==> config.mk <==
export PLATFORM = sky130hd
export DESIGN_NAME = range_quantile_anomaly_detector_core
export DESIGN_NICKNAME = d
export VERILOG_FILES = /design/src/hdl/rqad_pkg.sv /design/src/hdl/range_quantile_anomaly_detector_core.sv /design/src/hdl/rqad_entry_mem.sv /design/src/hdl/rqad_update.sv /design/src/hdl/rqad_limit_calc.sv
export SDC_FILE = /design/constraint.sdc
export NUM_CORES = 2
export LEC_CHECK = 0
export BUFFER_PORTS_ARGS = -buffer_cell sky130_fd_sc_hd__buf_2
export CAP_MARGIN = 20
export CELL_PAD_IN_SITES_DETAIL_PLACEMENT = 0
export CELL_PAD_IN_SITES_GLOBAL_PLACEMENT = 1
export CORE_MARGIN = 4
export CORE_UTILIZATION = 50
export CTS_BUF_LIST = sky130_fd_sc_hd__clkbuf_16
export DETAILED_ROUTE_END_ITERATION = 8
export PLACE_DENSITY_LB_ADDON = 0.2
export SYNTH_ARGS = -nofsm -noshare
export SYNTH_HDL_FRONTEND = slang
export SYNTH_SLANG_ARGS = --single-unit
==> constraint.sdc <==
create_clock -name clk -period 42.4 [get_ports clk]
set_input_delay 4.24 -clock clk [delete_from_list [all_inputs] [get_ports clk]]
set_output_delay 4.24 -clock clk [all_outputs]
set_load 0.01 [all_outputs]
==> src/hdl/rqad_pkg.sv <==
`default_nettype none
// ----------------------------------------------------------------------------
// rqad_pkg: shared types and constants of the range anomaly detector
// Widths, per-channel entry layout, forwarding and update records, codes.
// ----------------------------------------------------------------------------
package rqad_pkg;

  localparam int CHANNELS    = 16;
  localparam int SAMPLE_BITS = 32;
  localparam int CH_W        = 4;
  localparam int CH_IDX_W    = (CHANNELS > 1) ? $clog2(CHANNELS) : 1;
  localparam int CH_EXT_W    = (CH_IDX_W > CH_W) ? CH_IDX_W : CH_W;
  localparam int COUNT_W     = 16;
  localparam int CFG_W       = 16;
  localparam int CFG_IDX_W   = 2;
  localparam int FRAC_W      = 16;
  localparam int SPAN_W      = SAMPLE_BITS + 1;
  localparam int PROD_W      = SPAN_W + FRAC_W;

  localparam logic [COUNT_W-1:0] COUNT_MAX             = '1;
  localparam logic [CFG_W-1:0]   WARN_FRACTION_RESET   = 16'd655;
  localparam logic [CFG_W-1:0]   TRAINING_LENGTH_RESET = 16'd10;

  typedef logic signed [SAMPLE_BITS-1:0] sample_t;
  typedef logic [CH_IDX_W-1:0]           idx_t;

  typedef enum logic [CFG_IDX_W-1:0] {
    REG_WARN_FRACTION   = 2'd0,
    REG_TRAINING_LENGTH = 2'd1
  } cfg_reg_t;

  typedef enum logic [1:0] {
    ANOM_NORMAL = 2'd0,
    ANOM_LOW    = 2'd1,
    ANOM_HIGH   = 2'd2
  } anom_t;

  // One table entry per channel.
  typedef struct packed {
    logic [COUNT_W-1:0] count;
    sample_t            rmin;
    sample_t            rmax;
    sample_t            llow;
    sample_t            lhigh;
  } entry_t;

  // An entry that is newer than what the table read returned.
  typedef struct packed {
    logic   hit;
    idx_t   idx;
    entry_t ent;
  } fwd_t;

  // What the update stage hands to the limit stages.
  typedef struct packed {
    logic [COUNT_W-1:0] count;
    sample_t            rmin;
    sample_t            rmax;
    sample_t            old_low;
    sample_t            old_high;
    logic [SPAN_W-1:0]  span;
    logic               armed;
    logic               recompute;
    logic               defer;
  } upd_t;

  function automatic logic chan_ok(input logic [CH_W-1:0] ch);
    return (32'(ch) < 32'(CHANNELS));
  endfunction

  function automatic idx_t chan_idx(input logic [CH_W-1:0] ch);
    logic [CH_EXT_W-1:0] ext;
    ext = CH_EXT_W'(ch);
    return ext[CH_IDX_W-1:0];
  endfunction

endpackage
`default_nettype wire

==> src/hdl/range_quantile_anomaly_detector_core.sv <==
`default_nettype none
// ----------------------------------------------------------------------------
// range_quantile_anomaly_detector_core: per-channel min/max range detector
// Keeps count, min, max and limits per channel in a table and judges each
// sample against the limits the channel held before it.
// ----------------------------------------------------------------------------
//
//   channel   direction  handshake            payload
//   in_       input      in_valid / in_stall  in_channel, in_sample
//   out_      output     out_valid/out_stall  out_channel, out_anomaly,
//                                             out_armed, out_low_limit,
//                                             out_high_limit
//   cfg_      input      cfg_we               cfg_index, cfg_wdata
//
// One item is taken every cycle while in_stall is low, also back to back on
// one channel; the single table read and write per item sets that figure.
// An accepted item passes through S1, S2 and S3 into the result register.
// rst_n is synchronous and clears the table through its valid bits at once,
// so items can be taken as soon as reset is released.
// A stalled output holds every stage that is full; empty stages still fill,
// so up to four items can be held while out_stall is high.
//
// Pipeline:
//   S1  table read data arrives; the newest copy of the entry is chosen
//       from the stages ahead, the last write, or the table. Count, min and
//       max are updated and the span is formed.
//   S2  span times warn_fraction. If the item ahead was on the same channel,
//       its freshly computed limits are taken here as the old limits.
//   S3  margin, new limits and judgement; the entry is written back.
//   out result register.
// ----------------------------------------------------------------------------
module range_quantile_anomaly_detector_core (
  input  wire                              clk,
  input  wire                              rst_n,
  input  wire                              in_valid,
  output logic                             in_stall,
  input  wire [rqad_pkg::CH_W-1:0]         in_channel,
  input  rqad_pkg::sample_t                in_sample,
  output logic                             out_valid,
  input  wire                              out_stall,
  output logic [rqad_pkg::CH_W-1:0]        out_channel,
  output logic [1:0]                       out_anomaly,
  output logic                             out_armed,
  output rqad_pkg::sample_t                out_low_limit,
  output rqad_pkg::sample_t                out_high_limit,
  input  wire                              cfg_we,
  input  wire [rqad_pkg::CFG_IDX_W-1:0]    cfg_index,
  input  wire [rqad_pkg::CFG_W-1:0]        cfg_wdata
);
  import rqad_pkg::*;

  // Configuration.
  logic [CFG_W-1:0] warn_fraction_r;
  logic [CFG_W-1:0] training_length_r;

  // Stage registers.
  logic              s1_vld_r;
  logic [CH_W-1:0]   s1_ch_r;
  sample_t           s1_sample_r;

  logic              s2_vld_r;
  logic              s2_ok_r;
  logic [CH_W-1:0]   s2_ch_r;
  sample_t           s2_sample_r;
  upd_t              s2_upd_r;

  logic              s3_vld_r;
  logic              s3_ok_r;
  logic [CH_W-1:0]   s3_ch_r;
  sample_t           s3_sample_r;
  logic [COUNT_W-1:0] s3_count_r;
  sample_t           s3_rmin_r;
  sample_t           s3_rmax_r;
  logic              s3_armed_r;
  logic              s3_recompute_r;
  sample_t           s3_old_low_r;
  sample_t           s3_old_high_r;
  logic [PROD_W-1:0] s3_prod_r;

  logic              out_vld_r;
  logic [CH_W-1:0]   out_ch_r;
  anom_t             out_anom_r;
  logic              out_armed_r;
  sample_t           out_low_r;
  sample_t           out_high_r;

  fwd_t              wb_r;

  // Stage load enables: a stage takes new contents when it is empty or
  // when its own contents move on.
  logic ld1, ld2, ld3, ld_out;

  logic              s1_ok;
  entry_t            mem_rd;
  fwd_t              s2_fwd;
  fwd_t              s3_fwd;
  upd_t              upd;
  sample_t           lim_low;
  sample_t           lim_high;
  anom_t             s3_anom;
  logic              wr_en;
  entry_t            wr_ent;
  logic [PROD_W-1:0] prod_nxt;

  assign ld_out   = !out_vld_r || !out_stall;
  assign ld3      = !s3_vld_r || ld_out;
  assign ld2      = !s2_vld_r || ld3;
  assign ld1      = !s1_vld_r || ld2;
  assign in_stall = !ld1;

  // --------------------------------------------------------------------------
  // Configuration writes. An index past the list is ignored.
  // --------------------------------------------------------------------------
  always_ff @(posedge clk) begin
    if (!rst_n) begin
      warn_fraction_r   <= WARN_FRACTION_RESET;
      training_length_r <= TRAINING_LENGTH_RESET;
    end else if (cfg_we) begin
      case (cfg_index)
        REG_WARN_FRACTION:   warn_fraction_r   <= cfg_wdata;
        REG_TRAINING_LENGTH: training_length_r <= cfg_wdata;
        default: ;
      endcase
    end
  end

  // --------------------------------------------------------------------------
  // Table. The read is issued as the item is accepted and its data lines up
  // with the item in S1; it only advances together with S1.
  // --------------------------------------------------------------------------
  rqad_entry_mem u_mem (
    .clk     (clk),
    .rst_n   (rst_n),
    .rd_en   (ld1),
    .rd_idx  (chan_idx(in_channel)),
    .rd_data (mem_rd),
    .wr_en   (wr_en),
    .wr_idx  (chan_idx(s3_ch_r)),
    .wr_data (wr_ent)
  );

  // --------------------------------------------------------------------------
  // S1: forwarding and update. An item that is held in S1 means everything
  // ahead is stalled, so no write slips past it.
  // --------------------------------------------------------------------------
  assign s1_ok = chan_ok(s1_ch_r);

  always_comb begin
    s2_fwd.hit        = s2_vld_r && s2_ok_r;
    s2_fwd.idx        = chan_idx(s2_ch_r);
    s2_fwd.ent.count  = s2_upd_r.count;
    s2_fwd.ent.rmin   = s2_upd_r.rmin;
    s2_fwd.ent.rmax   = s2_upd_r.rmax;
    s2_fwd.ent.llow   = '0;
    s2_fwd.ent.lhigh  = '0;

    s3_fwd.hit        = s3_vld_r && s3_ok_r;
    s3_fwd.idx        = chan_idx(s3_ch_r);
    s3_fwd.ent        = wr_ent;
  end

  rqad_update u_update (
    .sample          (s1_sample_r),
    .idx             (chan_idx(s1_ch_r)),
    .mem_ent         (mem_rd),
    .s2_fwd          (s2_fwd),
    .s3_fwd          (s3_fwd),
    .wb_fwd          (wb_r),
    .training_length (training_length_r),
    .upd             (upd)
  );

  // --------------------------------------------------------------------------
  // S2: scale the span. The margin is floor(span * fraction / 2^16).
  // --------------------------------------------------------------------------
  assign prod_nxt = PROD_W'(s2_upd_r.span) * PROD_W'(warn_fraction_r);

  // --------------------------------------------------------------------------
  // S3: limits, judgement and write-back.
  // --------------------------------------------------------------------------
  rqad_limit_calc u_limit (
    .prod      (s3_prod_r),
    .rmin      (s3_rmin_r),
    .rmax      (s3_rmax_r),
    .recompute (s3_recompute_r),
    .old_low   (s3_old_low_r),
    .old_high  (s3_old_high_r),
    .sample    (s3_sample_r),
    .armed     (s3_armed_r),
    .new_low   (lim_low),
    .new_high  (lim_high),
    .anomaly   (s3_anom)
  );

  assign wr_ent.count = s3_count_r;
  assign wr_ent.rmin  = s3_rmin_r;
  assign wr_ent.rmax  = s3_rmax_r;
  assign wr_ent.llow  = lim_low;
  assign wr_ent.lhigh = lim_high;
  // A channel past the table leaves every entry alone.
  assign wr_en = s3_vld_r && s3_ok_r && ld_out;

  // --------------------------------------------------------------------------
  // Valid bits and the last-write record.
  // --------------------------------------------------------------------------
  always_ff @(posedge clk) begin
    if (!rst_n) begin
      s1_vld_r  <= 1'b0;
      s2_vld_r  <= 1'b0;
      s3_vld_r  <= 1'b0;
      out_vld_r <= 1'b0;
      wb_r.hit  <= 1'b0;
    end else begin
      if (ld1) begin
        s1_vld_r <= in_valid;
      end
      if (ld2) begin
        s2_vld_r <= s1_vld_r;
      end
      if (ld3) begin
        s3_vld_r <= s2_vld_r;
      end
      if (ld_out) begin
        out_vld_r <= s3_vld_r;
      end
      if (wr_en) begin
        wb_r.hit <= 1'b1;
        wb_r.idx <= chan_idx(s3_ch_r);
        wb_r.ent <= wr_ent;
      end
    end
  end

  // --------------------------------------------------------------------------
  // Payload registers.
  // --------------------------------------------------------------------------
  always_ff @(posedge clk) begin
    if (ld1) begin
      s1_ch_r     <= in_channel;
      s1_sample_r <= in_sample;
    end
    if (ld2) begin
      s2_ok_r     <= s1_ok;
      s2_ch_r     <= s1_ch_r;
      s2_sample_r <= s1_sample_r;
      s2_upd_r    <= upd;
    end
    if (ld3) begin
      s3_ok_r        <= s2_ok_r;
      s3_ch_r        <= s2_ch_r;
      s3_sample_r    <= s2_sample_r;
      s3_count_r     <= s2_upd_r.count;
      s3_rmin_r      <= s2_upd_r.rmin;
      s3_rmax_r      <= s2_upd_r.rmax;
      s3_armed_r     <= s2_upd_r.armed;
      s3_recompute_r <= s2_upd_r.recompute;
      // With a deferred entry the item directly ahead, now in S3, is on the
      // same channel and its limits are the ones this item is judged by.
      s3_old_low_r   <= s2_upd_r.defer ? lim_low  : s2_upd_r.old_low;
      s3_old_high_r  <= s2_upd_r.defer ? lim_high : s2_upd_r.old_high;
      s3_prod_r      <= prod_nxt;
    end
    if (ld_out) begin
      out_ch_r    <= s3_ch_r;
      out_anom_r  <= s3_ok_r ? s3_anom : ANOM_NORMAL;
      out_armed_r <= s3_ok_r && s3_armed_r;
      out_low_r   <= s3_ok_r ? lim_low  : '0;
      out_high_r  <= s3_ok_r ? lim_high : '0;
    end
  end

  assign out_valid      = out_vld_r;
  assign out_channel    = out_ch_r;
  assign out_anomaly    = out_anom_r;
  assign out_armed      = out_armed_r;
  assign out_low_limit  = out_low_r;
  assign out_high_limit = out_high_r;

  // --------------------------------------------------------------------------
  // Assertions.
  // --------------------------------------------------------------------------

  // A deferred entry relies on the same channel sitting directly ahead.
  a_defer_has_source: assert property (@(posedge clk) disable iff (!rst_n)
    (s2_vld_r && s2_upd_r.defer) |-> (s3_vld_r && s3_ok_r && (s3_ch_r == s2_ch_r)))
    else $error("deferred limits without a matching item in S3");

  // No table write may happen while the result register is held.
  a_no_write_in_stall: assert property (@(posedge clk) disable iff (!rst_n)
    (out_vld_r && out_stall) |-> !wr_en)
    else $error("table written while the output is stalled");

  // Every in-range item has been counted at least once.
  a_count_nonzero: assert property (@(posedge clk) disable iff (!rst_n)
    (s2_vld_r && s2_ok_r) |-> (s2_upd_r.count != '0))
    else $error("observation count is zero after an update");

  // A flagged sample only comes from an armed channel.
  a_flag_needs_armed: assert property (@(posedge clk) disable iff (!rst_n)
    out_vld_r |-> ((out_anom_r == ANOM_NORMAL) || out_armed_r))
    else $error("anomaly reported on a channel still in training");

endmodule
`default_nettype wire

==> src/hdl/rqad_entry_mem.sv <==
`default_nettype none
// ----------------------------------------------------------------------------
// rqad_entry_mem: per-channel state table
// One write and one registered read per cycle. Entries never written read
// as zero through a per-entry valid bit that reset clears.
// ----------------------------------------------------------------------------
module rqad_entry_mem (
  input  wire                   clk,
  input  wire                   rst_n,
  input  wire                   rd_en,
  input  rqad_pkg::idx_t        rd_idx,
  output rqad_pkg::entry_t      rd_data,
  input  wire                   wr_en,
  input  rqad_pkg::idx_t        wr_idx,
  input  rqad_pkg::entry_t      wr_data
);
  import rqad_pkg::*;

  entry_t              mem_r [CHANNELS];
  logic [CHANNELS-1:0] valid_r;
  entry_t              rd_ent_r;
  logic                rd_vld_r;

  always_ff @(posedge clk) begin
    if (wr_en) begin
      mem_r[wr_idx] <= wr_data;
    end
    if (rd_en) begin
      rd_ent_r <= mem_r[rd_idx];
    end
  end

  always_ff @(posedge clk) begin
    if (!rst_n) begin
      valid_r  <= '0;
      rd_vld_r <= 1'b0;
    end else begin
      if (rd_en) begin
        rd_vld_r <= valid_r[rd_idx];
      end
      if (wr_en) begin
        valid_r[wr_idx] <= 1'b1;
      end
    end
  end

  assign rd_data = rd_vld_r ? rd_ent_r : '0;

endmodule
`default_nettype wire

==> src/hdl/rqad_update.sv <==
`default_nettype none
// ----------------------------------------------------------------------------
// rqad_update: forwarding select and count / min / max update
// Picks the newest copy of the channel entry and applies one sample to it.
// ----------------------------------------------------------------------------
module rqad_update (
  input  rqad_pkg::sample_t             sample,
  input  rqad_pkg::idx_t                idx,
  input  rqad_pkg::entry_t              mem_ent,
  input  rqad_pkg::fwd_t                s2_fwd,
  input  rqad_pkg::fwd_t                s3_fwd,
  input  rqad_pkg::fwd_t                wb_fwd,
  input  wire [rqad_pkg::CFG_W-1:0]     training_length,
  output rqad_pkg::upd_t                upd
);
  import rqad_pkg::*;

  always_comb begin
    entry_t             base;
    logic [COUNT_W-1:0] cnt_new;
    sample_t            seed_min;
    sample_t            seed_max;
    logic               lo_move;
    logic               hi_move;

    base      = mem_ent;
    upd.defer = 1'b0;
    // Newest source wins: the item just ahead, then the one in S3, then
    // the last entry written.
    if (wb_fwd.hit && (wb_fwd.idx == idx)) begin
      base = wb_fwd.ent;
    end
    if (s3_fwd.hit && (s3_fwd.idx == idx)) begin
      base = s3_fwd.ent;
    end
    if (s2_fwd.hit && (s2_fwd.idx == idx)) begin
      base.count = s2_fwd.ent.count;
      base.rmin  = s2_fwd.ent.rmin;
      base.rmax  = s2_fwd.ent.rmax;
      // Its limits are not worked out yet; they are picked up one stage on.
      upd.defer  = 1'b1;
    end

    cnt_new   = (base.count == COUNT_MAX) ? base.count : base.count + COUNT_W'(1);
    upd.armed = (cnt_new > training_length);

    if (!upd.armed && (cnt_new == COUNT_W'(1))) begin
      seed_min = sample;
      seed_max = sample;
    end else begin
      seed_min = base.rmin;
      seed_max = base.rmax;
    end

    lo_move = ($signed(sample) < $signed(seed_min));
    hi_move = ($signed(sample) > $signed(seed_max));

    upd.count     = cnt_new;
    upd.rmin      = lo_move ? sample : seed_min;
    upd.rmax      = hi_move ? sample : seed_max;
    upd.old_low   = base.llow;
    upd.old_high  = base.lhigh;
    upd.recompute = upd.armed ? (lo_move || hi_move) : (cnt_new == training_length);
    upd.span      = {upd.rmax[SAMPLE_BITS-1], upd.rmax} - {upd.rmin[SAMPLE_BITS-1], upd.rmin};
  end

endmodule
`default_nettype wire

==> src/hdl/rqad_limit_calc.sv <==
`default_nettype none
// ----------------------------------------------------------------------------
// rqad_limit_calc: limit recompute and sample judgement
// Turns the scaled span into a margin, sets the limits and flags the sample.
// ----------------------------------------------------------------------------
module rqad_limit_calc (
  input  wire [rqad_pkg::PROD_W-1:0] prod,
  input  rqad_pkg::sample_t          rmin,
  input  rqad_pkg::sample_t          rmax,
  input  wire                        recompute,
  input  rqad_pkg::sample_t          old_low,
  input  rqad_pkg::sample_t          old_high,
  input  rqad_pkg::sample_t          sample,
  input  wire                        armed,
  output rqad_pkg::sample_t          new_low,
  output rqad_pkg::sample_t          new_high,
  output rqad_pkg::anom_t            anomaly
);
  import rqad_pkg::*;

  logic [SPAN_W-1:0] delta;

  // The margin is below the span, so both limits stay between min and max.
  assign delta    = prod[PROD_W-1:FRAC_W];
  assign new_low  = recompute ? sample_t'(rmin + delta[SAMPLE_BITS-1:0]) : old_low;
  assign new_high = recompute ? sample_t'(rmax - delta[SAMPLE_BITS-1:0]) : old_high;

  always_comb begin
    anomaly = ANOM_NORMAL;
    if (armed) begin
      if ($signed(sample) < $signed(old_low)) begin
        anomaly = ANOM_LOW;
      end else if ($signed(sample) > $signed(old_high)) begin
        anomaly = ANOM_HIGH;
      end
    end
  end

endmodule
`default_nettype wire
==> impl_metrics.py <==
metrics = {
    "worst_setup_path": {
        "slowest_stage": "inv_6",
        "cp-end-kind": "register",
        "cpLargestDelayFamily": "compound AO/OA/AOI/OAI gates",
        "reg2reg_slack_ns": 26.62,
        "arrival_ns": 16.40,
        "cp.buffers_inverters": 6,
        "start_kind": "register",
        "critPathKind": "reg2reg",
        "cp.required_ns": 43.02,
        "cp_common_cell": "o21ai_0",
        "cp_max_fo": 89,
        "cpPeakStageDelay_ns": 0.78,
    },
    "routing": {
        "via_per_inst": 6.141,
        "drtAntennaViolNets": 0,
        "routed_wl_mm": 389.5,
        "drt_first_iter_violations": 8452,
        "wl_per_cell_um": 30.37,
        "route.detailed.drc": 0,
        "dr.pass1.iters": 5,
        "vias": 78760,
    },
    "yosys": {
        "yosys.cell_count.top_type": "edfxtp_1",
        "synth_edf_count": 3133,
        "ys.flop_type": "edfxtp_1",
        "synth_top_area_frac": 0.6530,
        "syn_area_um2": 144100,
        "synth.area.top_cells": "edfxtp_1, mux4_2, fa_1",
        "ys_types": 91,
        "synth_area_per_cell_um2": 16.80,
        "synthesis.instances": 8578,
        "synth_nets": 9415,
        "ys_ff_latch": 3187,
        "ys_seq_area_frac": 0.6605,
        "synth_common_cells": "edfxtp_1, mux4_2, nand2_1",
        "synth_warnings": 0,
        "async_reset_ff_frac": 0,
        "yosys.area.top_type": "edfxtp_1",
    },
    "die": {
        "die_w_um": 544.8,
        "die-area_um2": 296800,
        "ioPinCount": 132,
        "start_util": 0.5039,
        "fp-row-count": 196,
        "coreArea_um2": 285900,
        "fp.dieH_um": 544.8,
    },
    "clock_network": {
        "clkSinkCount": 3187,
        "holdBufCountCts": 0,
        "clk_pin_slew_ns": 0.06,
        "cts_resized": 0,
        "post_cts_buffers": 0,
        "cts_buffers": 329,
        "insertion_delay_ns": 0.91,
        "cts-root-buf": "clkbuf_16",
        "clk_path_buf_depth": 4,
        "htree_levels": 5,
        "cts_tree": "done",
    },
    "timing": {
        "timing.setup.tns_ns": 0,
        "max_freq_mhz": 63.37,
        "clock_skew_ns": 0.05291,
        "drv_slew": 0,
        "post-route-period-util": 0.3722,
        "relSlewSlack": 0.1830,
        "hold_slack_ns": 0.3914,
        "setup_viol": 0,
        "worstMarginPinSlew_ns": 1.217,
        "hold_violations": 0,
        "min_period_ns": 15.78,
        "grt_setup_unrepaired": "false",
    },
    "global_route": {
        "grt.total_usage": 0.2635,
        "grt_max_degree": 129,
        "grt_pass1_vias": 80240,
        "grt_util_met1": 0.3820,
        "gr-usage-met3": 0.03693,
        "busiest_layer": "met2",
        "grt_first_pass_wirelength_mm": 568.7,
        "antenna_found_initial": 8,
        "grt-ovfl-total": 0,
        "grt_use_met2": 0.4297,
    },
    "place": {
        "dp_hpwl_mm": 236.9,
        "numPortBuffers": 131,
        "gp_congestion": 0.8848,
    },
    "final_layout": {
        "fin_util": 0.5593,
        "area_delta_synth_final_pct": 11.00,
        "nets": 9637,
        "layout-drive-gt1-share": 0.1715,
    },
    "hold_path": {
        "worstHoldPathType": "reg2reg",
    },
    "run_status": {
        "status": "completed",
    },
    "flow_run": {
        "drv_cap": 0,
    },
}
-- path summary, 6_finish.rpt --
path	depth (start not counted)	to	from
setup / recovery	56	s2_upd_r[34]$_DFFE_PP_	s1_ch_r[0]$_DFFE_PN_
hold / removal	0	s3_sample_r[1]$_DFFE_PP_	s2_sample_r[1]$_DFFE_PP_
setup reg to reg	56	s2_upd_r[34]$_DFFE_PP_	s1_ch_r[0]$_DFFE_PN_
hold reg to reg	0	s3_sample_r[1]$_DFFE_PP_	s2_sample_r[1]$_DFFE_PP_
-- registers in the layout, indices dropped and copies added, names as in the netlist, 80 cells and up --
| register | cells |
|---|---|
| wb_r | 149 |
| u_mem.mem_r | 2304 |
| s2_fwd | 80 |
| u_mem.rd_ent_r | 144 |
| s2_upd_r | 100 |
-- through the flow --
stage / std cells / worst slack (ns) / area (um^2)
3_3_place_gp: 12220 / 26.72 / 149600
6_report: 12830 / 26.62 / 159900
5_1_grt: 12830 / 25.40 / 159900
4_1_cts: 12820 / 26.53 / 159800
3_5_place_dp: 12220 / 26.59 / 149600
2_1_floorplan: 8578 / 25.33 / 144100
-- final cells by class --
type | instances | area, um^2
Fill cell | 22120 | 126000
Sequential cell | 3187 | 95170
Multi-Input combinational cell | 4313 | 45080
Clock buffer | 336 | 8408
Tap cell | 3762 | 4707
Inverter | 661 | 2494
Timing Repair Buffer | 308 | 2255
Clock inverter | 257 | 1810
Antenna cell | 2 | 5.005
-- routing by layer --
| layer | part of all wire | vias to the layer above |
|---|---|---|
| met2 | 0.49 | 3116 |
| met3 | 0.070 | 491 |
| met4 | 0.023 | 0 |
| met5 | 0 | - |
| li1 | - | 33010 |
| met1 | 0.42 | 42150 |
-- cells by family after synthesis --
group,Yosys count,synth area share
buffers and inverters,1078,0.02828
adders and majority gates,780,0.09026
AOI/OAI and AO/OA,915,0.04097
and+or+nand+nor,1688,0.05477
muxes,807,0.1177
xor gates and xnor gates,123,0.007477
DFF,3187,0.6605
-- cells in the final DEF, fill, tap and decap left out, types with 32 or more instances in the layout --
cell type,n
edfxtp_1,3133
inv_1,721
mux4_2,709
nand2_1,663
fa_1,433
nor2_1,351
ha_1,345
clkbuf_16,336
a21oi_1,308
and2_1,213
buf_4,157
nand3_1,138
buf_2,127
o21ai_0,121
a21o_1,98
clkinv_1,83
xnor2_1,81
mux2i_1,81
and3_1,65
a211oi_1,65
a311oi_1,62
clkinv_2,60
nor2b_1,56
dfxtp_1,47
xor2_1,42
a21boi_0,41
o21a_1,40
a31oi_1,40
nor3_1,32
Power is left out: the tool's default activity adds up to more than one toggle a clock period on the data nets, which glitch-free logic cannot reach.
